<file path="config.mk">
export PLATFORM = sky130hd
export DESIGN_NAME = coi_mul
export DESIGN_NICKNAME = d
export VERILOG_FILES = /design/src/design/coi_mul.sv
export SDC_FILE = /design/constraint.sdc
export NUM_CORES = 1
export LEC_CHECK = 0
export ABC_AREA = 1
export BUFFER_PORTS_ARGS = -buffer_cell sky130_fd_sc_hd__buf_4
export CAP_MARGIN = 0
export CORE_UTILIZATION = 56
export CTS_CLUSTER_DIAMETER = 30
export DETAILED_ROUTE_END_ITERATION = 12
export PLACE_DENSITY = 0.81
export SYNTH_ARGS = -nofsm -noshare
export SYNTH_HDL_FRONTEND = slang
export SYNTH_SLANG_ARGS = --single-unit
</file>
<file path="constraint.sdc">
create_clock -name clk_i -period 3.82 [get_ports clk_i]
set_input_delay 0 -clock clk_i [delete_from_list [all_inputs] [get_ports clk_i]]
set_output_delay 0 -clock clk_i [all_outputs]
set_load 0.01 [all_outputs]
</file>
<file path="src/design/coi_mul.sv">
module coi_mul (
  input  logic          clk_i,
  input  logic          rst_ni,
  input  logic          start_i,
  input  logic [63:0]   a_i,
  input  logic [63:0]   b_i,
  output logic          done_o,
  output logic [127:0]  prod_o
);
  logic [63:0] a_q, hi_q, lo_q;
  logic [5:0]  cnt_q;
  logic        run_q, done_q;
  logic [64:0] sum;

  // One multiplier bit per cycle, LSB first
  assign sum = {1'b0, hi_q} + {1'b0, (lo_q[0] ? a_q : 64'd0)};

  always_ff @(posedge clk_i or negedge rst_ni) begin
    if (!rst_ni) begin
      run_q  <= 1'b0;
      done_q <= 1'b0;
      cnt_q  <= '0;
    end else begin
      done_q <= 1'b0;
      if (start_i) begin
        run_q <= 1'b1;
        cnt_q <= '0;
      end else if (run_q) begin
        cnt_q <= cnt_q + 6'd1;
        if (cnt_q == 6'd63) begin
          run_q  <= 1'b0;
          done_q <= 1'b1;
        end
      end
    end
  end

  always_ff @(posedge clk_i) begin
    if (start_i) begin
      a_q  <= a_i;
      hi_q <= '0;
      lo_q <= b_i;
    end else if (run_q) begin
      hi_q <= sum[64:1];
      lo_q <= {sum[0], lo_q[63:1]};
    end
  end

  assign done_o = done_q;
  assign prod_o = {hi_q, lo_q};
endmodule

</file>
== After elaboration in Yosys (flattened, before gate mapping) ==
Index checks and enable logic that the tools add are counted.
Storage, ports and cells
  bits in registers: 200
  latch bits: 0
  memory bits (writable): 0
  memory bits (read-only): 0
  bits of input ports: 131
  output and inout bits: 129
  logic and storage cells: 21
  memories: 0
Operators by class
  add/subtract/negate cells: 2
  $mul: 0
  divide/modulo/power cells: 0
  order comparisons: 0
  equality and inequality tests: 1
  shift operators: 0
  muxes and demuxes: 11
  bitwise gates (word level): 0
  reduce and logical (&&, ||, !) cells: 1
Operator list (number)
  64-bit 2-to-1 mux: 3
  64-bit by 64-bit adder with 65-bit output: 1
  6-bit 2-to-1 mux: 2
  6-bit by 1-bit adder with 6-bit output, second input constant: 1
  6-bit == test, second input constant: 1
  1-bit 2-to-1 mux: 6
  2-bit nonzero test: 1

== Longest topological paths before layout ==
  depth in word-level cells: 4
  mapped depth: 19
  depth with buffers taken out: 18

== Least setup slack after synthesis ==
Ideal clock, no wire load.
  path kind: register -> register
  start point: reg lo_q[0]
  end point: reg hi_q[30]
  library setup time: 115 ps
  arrival: 2273 ps
  required time: 3705 ps
  setup slack: 1431 ps
  cell stages (with the launch flop): 17
  buffers on the path: 2
  period minus slack after synthesis: 2389 ps
  cell sequence: edfxtp_1 -> clkbuf_1 -> clkbuf_1 -> nand2_1 -> inv_1 -> ha_1 -> nand2_1 -> inv_1 -> a21oi_1 -> nand2_2 -> nand2_1 -> nand2_1 -> nand2_1 -> nand2_2 -> xor2_1 -> o21ai_0 -> inv_1
On the way
  cells in the longest elaborated chain, start to end: 2
Ends and longest elaborated chain
  start: declaration: RTL line 10  | logic [63:0] a_q, hi_q, lo_q;
  start signal: assignment: RTL line 42  | lo_q <= b_i;
  start signal: assignment: RTL line 45  | lo_q <= {sum[0], lo_q[63:1]};
  64-bit 2-to-1 mux: RTL line 16  | assign sum = {1'b0, hi_q} + {1'b0, (lo_q[0] ? a_q : 64'd0)};
  64-bit by 64-bit adder with 65-bit output: RTL line 16
  end signal: assignment: RTL line 44  | hi_q <= sum[64:1];
  end: declaration: RTL line 10
No other way between the ends.
A chain may end at the register's enable or synchronous reset.

== Worst setup path after layout ==
  start point: reg lo_q[0]
  end point: reg hi_q[60]
Same word-level chain as after synthesis.

==> flow_metrics.tcl <==
set metrics [dict create \
    crit_top_cell "nand2_1" \
    h-tree-depth 4 \
    pwr-share-clk_pct 30.0 \
    ios 260 \
    crit_slowest_cell "edfxtp_1" \
    p_leak_nw 10.2 \
    rr_endpoint "hi_q[60]" \
    syn_nets 2280 \
    antenna_found_initial 2 \
    synthTopCellsByArea "edfxtp_1, nand2_1, inv_1" \
    synth.most_common_cell "nand2_1" \
    vdd_drop_max_v 0.000368 \
    fmax_mhz 285 \
    cp-start-kind "flip-flop" \
    postCtsSetupRepairBufs 0 \
    rr_startpoint "lo_q[0]" \
    yosys_warnings 0 \
    grt_pass1_vias 15205 \
    drive_above_1_share_pct 14.1 \
    critical_path.top_delay_family "simple AND/OR/NAND/NOR gates" \
    die_y_um 158 \
    status "complete, no violations" \
    grt_max_degree 94 \
    drtAntennaViolNets 0 \
    cts_root_buffer "clkbuf_16" \
    synth-seq-cells 200 \
    grt_first_pass_wirelength_mm 83.8 \
    wl_per_cell_um 20.0 \
    clk_pin_slew_ns 0.12 \
    die_w_um 158 \
    post-route-period-util_pct 92.0 \
    synthToLayoutAreaGrowth_pct 31.1 \
    ys_types 36 \
    worst_r2r_path_depth 18 \
    rows 56 \
    tightest_slew_ns 1.36 \
    fin_nets 2657 \
    vias_per_cell 5.65 \
    start_util_pct 57.6 \
    maxCapViolCount 0 \
    worst_ep_required_time_ns 4.18 \
    netlist_area_um2 13600 \
    rrSetupSlack_ns 0.31 \
    synth_top_area_share_pct 28.3 \
    drv_slew 0 \
    async_flop_share_pct 4.00 \
    min_path_type "input pin to flip-flop" \
    synth_common_cells "nand2_1, inv_1, nor2_1" \
    syn_avg_cell_area_um2 6.53 \
    gp_congestion 1.01 \
    power.net_switching_mw 2.69 \
    seqPwrFrac_pct 39.9 \
    yosysSeqAreaShare_pct 39.2 \
    vias 15779 \
    skew_ns 0.0310 \
    numCtsBuffers 17 \
    cp.depth 18 \
    max_slew_margin_pct 8.67 \
    drtIter0Drc 2164 \
    rsz0062_at_grt "false" \
    drcViolationCount 0 \
    cts.path.max_buffers 2 \
    critPathBufInv 3 \
    fillers 1652 \
    worstSetupPathType "flip-flop to flip-flop" \
    hpwlAfterDp_mm 35.2 \
    overflow 0 \
    power.share.switching_pct 38.1 \
    ys.flop_type "edfxtp_1" \
    path_max_fanout 16 \
    hold_depth 1 \
    p_int_mw 4.36 \
    numClockSinks 200 \
    power.density_nw_per_um2 395 \
    gr-usage-all-layers_pct 45.3 \
    synth_area_leader_cell "edfxtp_1" \
    synth-edff-count 128 \
    fp.coreArea_um2 23600 \
    cp-end-kind "flip-flop" \
    arrival_ns 3.88 \
    fin_setup_tns_ns 0 \
    final_util_pct 75.5 \
    hold_viol 0 \
    layout_min_cycle_time_ns 3.51 \
    min_from "start_i" \
    postSynthCellCount 2083 \
    cpPeakStageDelay_ns 0.86 \
    cts_tree "built" \
    setup_viol 0 \
    wl_mm 55.9 \
    die_area_um2 24900 \
    power_frac_comb_pct 30.1 \
    path_cells "buf_4 > nand2_1 > inv_1 > ha_1 > nand2_1 > nand3_2 > nand2_1 > nand2_1 > nand2_1 > nand2_1 > nand2_1 > nand2_2 > nand2_1 > nand2_1 > nand2_1 > nand3_1 > nand2_1 > inv_1" \
    first_pass_iters 9 \
    port_buffers 259 \
    hold_end "a_q[2]" \
    clock_latency_ns 0.48 \
]
-- sequential cells by signal, indices dropped and copies added (netlist names) --
signal,cells
cnt_q,6
run_q,1
hi_q,64
done_o,1
a_q,64
lo_q,64
-- power groups by stage --
stage	Sequential [mW]	Combinational [mW]	Clock [mW]
after global routing	2.82	2.29	2.15
final	2.81	2.12	2.12
after floorplan	2.82	1.02	0
after global placement	2.82	1.81	0
after detailed placement	2.82	1.86	0
after CTS	2.77	1.98	2.06
-- repair_timing --
| item | 4_1_cts | 5_1_grt |
|---|---|---|
| gates resized for setup | 0 | 0 |
| endpoints found under the hold margin | 136 | 0 |
| hold buffers | 130 | 0 |
-- logic make-up after synthesis --
| kind of cell | count (synthesis) | synth area share, % |
|---|---|---|
| DFF | 200 | 39.2 |
| adders and majority gates | 66 | 6.13 |
| and+or+nand+nor | 1200 | 35.3 |
| buffers and inverters | 474 | 13.1 |
| AOI/OAI and AO/OA | 120 | 4.81 |
| xor gates and xnor gates | 23 | 1.48 |
-- area by class of cell --
| cell class | count | area [um^2] | share of cell area (%) |
|---|---|---|---|
| well taps | 319 | 399 | 2.24 |
| repair buffers | 397 | 3320 | 18.6 |
| clock buffers | 17 | 425 | 2.39 |
| inverters | 435 | 1630 | 9.16 |
| flip-flops and latches | 200 | 5330 | 29.9 |
| multi-input cells | 1409 | 6500 | 36.4 |
| diodes | 1 | 2.50 | 0.0140 |
| clock inverters | 15 | 230 | 1.29 |
-- worst register-to-register path, stage by stage (launching register included) --
cell and delay, ns:
edfxtp_1 0.86, buf_4 0.29, nand2_1 0.08, inv_1 0.11
ha_1 0.34, nand2_1 0.16, nand3_2 0.21, nand2_1 0.15
nand2_1 0.18, nand2_1 0.10, nand2_1 0.10, nand2_1 0.10
nand2_2 0.15, nand2_1 0.17, nand2_1 0.09, nand2_1 0.09
nand3_1 0.07, nand2_1 0.11, inv_1 0.05
-- per-stage QoR --
stage | area, um^2 | std cells | hold slack [ns] | worst slack [ns] | power, mW
2_1_floorplan | 13600 | 2083 | -0.296 | 1.43 | 3.85
3_3_place_gp | 15900 | 2630 | -0.179 | 0.739 | 4.63
3_5_place_dp | 15900 | 2630 | -0.175 | 0.687 | 4.68
4_1_cts | 17800 | 2792 | 0.0333 | 0.644 | 6.81
5_1_grt | 17800 | 2792 | 0.0379 | 0.216 | 7.26
6_report | 17800 | 2793 | 0.0188 | 0.306 | 7.05
-- how the worst max path moves through the flow --
stage,to,slack [ns],start
floorplan,hi_q[30],1.43,lo_q[0]
global placement,hi_q[45],0.74,lo_q[0]
detailed placement,hi_q[60],0.69,lo_q[0]
CTS,hi_q[43],0.64,lo_q[0]
global route,hi_q[61],0.22,lo_q[0]
finish,hi_q[60],0.31,lo_q[0]
-- layout by cell type (no fill, tap or decap), types with 5 or more instances in the layout --
cell	n
dfxtp_1	64
nand2_2	11
nor2_2	15
dfrtp_1	7
buf_4	265
dlygate4sd3_1	130
inv_12	5
nor2_1	187
inv_1	426
o21ai_0	40
nor3_1	11
ha_1	65
nand3_2	9
nand2_1	875
xnor2_1	16
clkbuf_16	17
nand3_1	70
edfxtp_1	128
o211ai_1	7
nor3_2	5
nand4_1	11
xor2_1	7
a21oi_1	58
inv_2	5
-- per-layer routing --
layer | part of all wire, % | GRT usage [%] | up-vias
met5 | 0.023 | 0 | -
met4 | 7.4 | 28.7 | 2
met3 | 12 | 11.3 | 354
met2 | 44 | 71.4 | 1341
met1 | 37 | 55.3 | 7037
li1 | - | - | 7045
Note: power is estimated with default switching activity, not from simulation.
