`src/design/coi_div.sv`:
```
module coi_div (
  input  logic         clk_i,
  input  logic         rst_ni,
  input  logic         start_i,
  input  logic [63:0]  nhi_i,
  input  logic [63:0]  nlo_i,
  input  logic [63:0]  den_i,
  output logic         done_o,
  output logic [63:0]  quo_o,
  output logic         over_o
);
  logic [63:0] rem_q, nq_q, den_q;
  logic [5:0]  cnt_q;
  logic        run_q, done_q, over_q;
  logic [63:0] shifted;
  logic        take;

  // Restoring step: one quotient bit per cycle
  assign shifted = {rem_q[62:0], nq_q[63]};
  assign take    = rem_q[63] || (shifted >= den_q);

  always_ff @(posedge clk_i or negedge rst_ni) begin
    if (!rst_ni) begin
      run_q  <= 1'b0;
      done_q <= 1'b0;
      cnt_q  <= '0;
    end else begin
      done_q <= 1'b0;
      if (start_i) begin
        run_q <= 1'b1;
        cnt_q <= '0;
      end else if (run_q) begin
        cnt_q <= cnt_q + 6'd1;
        if (cnt_q == 6'd63) begin
          run_q  <= 1'b0;
          done_q <= 1'b1;
        end
      end
    end
  end

  always_ff @(posedge clk_i) begin
    if (start_i) begin
      rem_q  <= nhi_i;
      nq_q   <= nlo_i;
      den_q  <= den_i;
      over_q <= (nhi_i >= den_i);
    end else if (run_q) begin
      rem_q <= take ? (shifted - den_q) : shifted;
      nq_q  <= {nq_q[62:0], take};
    end
  end

  assign done_o = done_q;
  assign quo_o  = over_q ? 64'd0 : nq_q;
  assign over_o = over_q;
endmodule

```
`config.mk`:
```
export PLATFORM = sky130hd
export DESIGN_NAME = coi_div
export DESIGN_NICKNAME = d
export VERILOG_FILES = /design/src/design/coi_div.sv
export SDC_FILE = /design/constraint.sdc
export NUM_CORES = 1
export LEC_CHECK = 0
export BUFFER_PORTS_ARGS = -buffer_cell sky130_fd_sc_hd__buf_2
export CAP_MARGIN = 20
export CORE_ASPECT_RATIO = 1.4
export CORE_MARGIN = 3
export CORE_UTILIZATION = 52
export DETAILED_ROUTE_END_ITERATION = 16
export PLACE_DENSITY_LB_ADDON = 0.3
export REMOVE_ABC_BUFFERS = 1
export SYNTH_ARGS = -nofsm -noshare
export SYNTH_HDL_FRONTEND = slang
export SYNTH_SLANG_ARGS = --single-unit
```
`constraint.sdc`:
```
create_clock -name clk_i -period 3.83 [get_ports clk_i]
set_input_delay 0.766 -clock clk_i [delete_from_list [all_inputs] [get_ports clk_i]]
set_output_delay 0.766 -clock clk_i [all_outputs]
set_load 0.02 [all_outputs]
```
After elaboration in Yosys (flattened, before gate mapping)
Cells that the tools add are included.
{"block": "word_totals", "latch_bits": 0, "input_bits": 195, "mem_count": 0, "elab_cells": 28, "ramBits": 0, "reg_bits": 201, "mem_bits_ro": 0, "output_inout_bits": 66}
{"block": "classes", "bitwise": 0, "eq_ne": 1, "order_cmp": 2, "n_reduce_logical": 2, "shift": 0, "div_mod_pow": 0, "mul": 0, "muxes": 14, "n_addsub": 2}
{"cell": "64-bit two-way mux", "count": 6}
{"cell": "64-bit greater-or-equal comparator", "count": 2}
{"cell": "64-bit subtractor", "count": 1}
{"cell": "6-bit two-way mux", "count": 2}
{"cell": "6-bit by 1-bit adder with 6-bit output (second input constant)", "count": 1}
{"cell": "6-bit equality test (second input constant)", "count": 1}
{"cell": "1-bit two-way mux", "count": 6}
{"cell": "2-bit nonzero test", "count": 1}
{"cell": "1-bit logical OR", "count": 1}

Longest topological paths before layout
{"block": "depth", "word_depth": 5, "depth_mapped": 15}

Least setup slack after synthesis
OpenSTA, ideal clock, no wires.
{"block": "synth_timing", "path_type": "input-to-reg", "startpoint": "input start_i", "endpoint": "register nq_q[0] (enable)", "path_buffers": 2, "path_slack_ps": -568, "stages": 4, "t_arrival_ps": 3917, "required_time_ps": 3349, "path_cell_list": "clkbuf_1 -> clkbuf_1 -> nor2_1 -> inv_1"}
{"block": "synth_between", "elab_chain_len": 1}
{"element": "start, declared", "line_no": "4", "text": "input logic start_i,"}
{"element": "2-bit nonzero test (no line)"}
{"element": "end signal, assigned", "line_no": "45", "text": "nq_q <= nlo_i;"}
{"element": "end signal, assigned", "line_no": "50", "text": "nq_q <= {nq_q[62:0], take};"}
{"element": "end, declared", "line_no": "12", "text": "logic [63:0] rem_q, nq_q, den_q;"}
Every way passes these cells.
A chain may end at the register's enable or synchronous reset.

Worst setup path in the final report
{"block": "layout_timing", "startpoint": "register nq_q[63]", "endpoint": "register rem_q[34] (data pin)"}
{"block": "layout_between", "elab_chain_len": 5, "elab_cells_between_ends": 6, "cone_classes": "1 x add/sub; 1 x order compare; 3 x mux; 1 x reduce/logical"}
{"element": "64-bit greater-or-equal comparator", "line_no": "20", "text": "assign take = rem_q[63] || (shifted >= den_q);"}
{"element": "1-bit logical OR", "line_no": "20"}
{"element": "64-bit two-way mux (*)", "line_no": "49", "text": "rem_q <= take ? (shifted - den_q) : shifted;"}
{"element": "64-bit two-way mux (*)", "line_no": "48", "text": "end else if (run_q) begin"}
{"element": "64-bit two-way mux (*)", "line_no": "43", "text": "if (start_i) begin"}
{"element": "end signal, assigned", "line_no": "44", "text": "rem_q <= nhi_i;"}
{"element": "end signal, assigned", "line_no": "49"}
{"element": "end, declared", "line_no": "12"}
Every way passes the cells marked *; elsewhere a longest branch is shown, timed or not. The select of a mux whose other input is x is not followed.

==> summary.md <==
| Metric | Value |
|---|---|
| Outcome | completed |
| Setup violators final | 0 |
| DRC Markers | 0 |
| Crit path depth | 14 |
| Largest net degree at the start of global routing | 108 |
| Seq/Total Area, Yosys | 42.2% |
| Largest family of logic cells by synthesized area | compound AO/OA/AOI/OAI gates |
| Die Ht | 202 um |
| Max Used Layer | met5 |
| Worst-path cell chain | inv_1 -> ha_1 -> fa_1 -> nand2b_1 -> a21o_1 -> a211o_1 -> a2111o_1 -> a31oi_1 -> nor2_1 -> o31ai_4 -> buf_6 -> buf_12 -> a21oi_1 -> mux2_2 |
| Unique masters post-synth | 57 |
| Most frequent cells after synthesis | 193 x edfxtp_1, 152 x a21oi_1, 144 x inv_1 |
| Yosys top cell by area | edfxtp_1 |
| Post-route cell area | 16,800 um2 |
| Fin cells | 2,072 |
| Avg Cell Area, Syn | 9.94 um2 |
| Layout cells sized above 1 | 25.9% |
| Arrival time at the worst endpoint | 3960 ps |
| Adder-cell share of the synthesized area | 11.5% |
| I/O pins | 261 |
| Post-synth top area share | 40.8% |
| Post-route core utilization | 62.3% |
| Overall power | 0.0115 W |
| Fmax | 272 MHz |
| Max rail drop VDD | 0.000465 V |
| Largest fanout on the critical path | 23 |
| Clk buf depth | 3 |
| DR WL/cell | 18.4 um |
| Via density | 5.69 |
| Kind of cell adding the most delay to the critical path | compound AO/OA/AOI/OAI gates |
| Cells after Synth | 1,430 |
| Layout fillers | 2,264 |
| Synth top area cells | edfxtp_1 41%, ha_1 11%, mux2_2 8.6%, a21oi_1 5.4%, inv_1 3.8% |
| EDFF count, synth | 193 |
| Post-CTS setup buffer count | 0 |
| GRT Overall Usage | 24.7% |
| Worst Skew | 20.1 ps |
| Detail Route Antenna Nets | 0 |
| Post-CTS Resized | 0 |
| CTS buffer count | 23 |
| Ys Warns | 0 |
| CORE AREA | 26,900 um2 |
| Reg2reg path depth | 14 |
| First-pass GRT wire length | 59.4 mm |
| Via count | 11,800 |
| Dpl cells | 2,028 |
| Post-synth ARST share | 3.98% |
| CTS tree | built |
| Met3 routed WL | 1.61 mm |
| Largest stage delay on the critical path | 450 ps |
| DR iter-0 viols | 673 |
| CTS Sinks | 201 |
| Crit start category | flop |
| CP Capture Type | flop |
| Mux share of post-synthesis cell area | 9.12% |
| Total gr overflow | 0 |
| Reg clk slew, reported paths | 70 ps |
| Max-Cap Viols | 0 |
| Die width | 146 um |
| Count leader, synth | edfxtp_1 |
| TNS Setup | 0 ps |
| Main synth FF type | edfxtp_1 |
| Crit share post-route | 96.0% |
| #FFs+latches synth | 201 |
| Nets | 2,013 |
| Clock period minus worst slack | 3680 ps |
| Buffers & Inverters on Critical Path | 3 |
| Post-synthesis simple-gate area fraction | 13.3% |
| Number of port buffers | 260 |
| Dpl cell area | 16,000 um2 |
| Final GP Congestion | 0.940 |
| Worst Hold Class | in2async |
| P_leak | 7.61 nW |
| 1st-pass router iterations | 8 |
| Synth Area in XOR/XNOR | 3.76% |
| Initial antenna violation count | 5 |
| Die area | 29,400 um2 |
| Clk_lat worst skew | 540 ps |
| Area grow syn2layout | 18.0% |
| Number of global-route vias before repair | 12,200 |
| WL final | 38.0 mm |
| CP Data Required Time | 4120 ps |
| Initial core utilization | 52.8% |
| Synth Cell Area | 14,200 um2 |
| Final hold viol count | 0 |
| Met2 wire len | 20.3 mm |
| Kind of critical path | reg2reg |
| DRT met1 WL | 14.4 mm |
| Max-slew violations | 0 |
| Hpwl dp | 28.9 mm |
| RSZ-0062 raised after global routing | true |
| Synth Area in Compound Gates | 14.8% |
| Slew @ Worst Pin | 896 ps |
| # rows | 71 |
| Crit-path slowest cell | a2111o_1 |
| CTS Root Cell | clkbuf_16 |
| Cts hold-fix bufs | 0 |
| Cell Pwr Density | 683 nW/um2 |
| Slew margin rel. | 40.3% |
| H-tree Lvls | 1 |
-- where the power goes --
| group | total [W] | switching [W] | internal (W) | leakage (nW) |
|---|---|---|---|---|
| logic | 0.00599 | 0.00337 | 0.00262 | 5.18 |
| clock network | 0.00210 | 0.000936 | 0.00117 | 0.339 |
| registers | 0.00336 | 0.000288 | 0.00307 | 2.09 |
-- kinds of logic (layout without fill, tap and decap cells) --
logic type	Yosys count	after routing
AOI/OAI and AO/OA	343	343
xor gates and xnor gates	61	61
adders and majority gates	130	130
buffers and inverters	197	470
DFF	201	201
muxes	116	116
other	0	4
and+or+nand+nor	382	382
-- worst paths after layout --
kind | from | slack [ps] | endpoint
min | rst_ni | 70 | cnt_q[0]
max | nq_q[63] | 150 | rem_q[34]
min reg2reg | cnt_q[1] | 560 | cnt_q[1]
min in group clk_i | den_i[57] | 420 | den_q[57]
max in group asynchronous | rst_ni | 3590 | cnt_q[2]
max reg2reg | nq_q[63] | 150 | rem_q[34]
-- per-layer routing --
layer  vias up  GRT usage (%)
met5         -              0
met4         2           11.3
met3       106           3.06
met2       365           47.0
met1      5645           27.1
li1       5662              -
-- layout by cell type, fill, tap and decap left out, types with 7 or more instances in the layout --
cell type and count:
a31oi_1 13, a21oi_1 152, clkbuf_16 24, buf_2 259, a21o_1 38, o31ai_1 7
buf_12 7, xnor2_1 35, xor2_1 26, inv_1 143, o21bai_1 9, nor3_1 19
o21a_1 14, nor2b_1 78, edfxtp_1 193, nand2_1 86, nand4_1 23, mux2_2 108
nor2_1 102, nand2b_1 15, ha_1 129, nand3_1 17, nor3b_1 9, mux2i_1 8
buf_4 16, and2_1 8, o21ai_0 60, dfrtp_1 8
-- worst reg2reg max path, delay by kind of cell, from the launching register on --
family / cells / cell delay [ps]
adder cells (fa/ha/maj): 2 / 640
AND/OR/NAND/NOR: 2 / 270
buffers and inverters: 3 / 430
flip-flops: 1 / 340
multiplexers: 1 / 260
AO/OA/AOI/OAI: 6 / 1510
-- cell type report --
class,count,area [um2],share of cell area (%)
inverter,145,547,3.26
clock buffer,31,637,3.80
tap,365,457,2.72
multi-input combinational,1032,7480,44.6
antenna,4,10.0,0.0597
sequential,201,6000,35.7
timing repair buffer,285,1590,9.50
clock inverter,9,52.6,0.313
-- metrics by stage --
step,setup WS (ps),hold WS (ps)
2_1_floorplan,-1550,470
3_3_place_gp,126,534
3_5_place_dp,23.5,542
4_1_cts,5.16,54.0
5_1_grt,1.92,66.1
6_report,152,72.4
-- sequential cells by signal (all words and copies together) (netlist names) --
signal and count:
run_q 1, den_q 64, nq_q 64, over_o 1, rem_q 64, cnt_q 6
done_o 1
No activity file was read; power rests on OpenSTA's default activity.
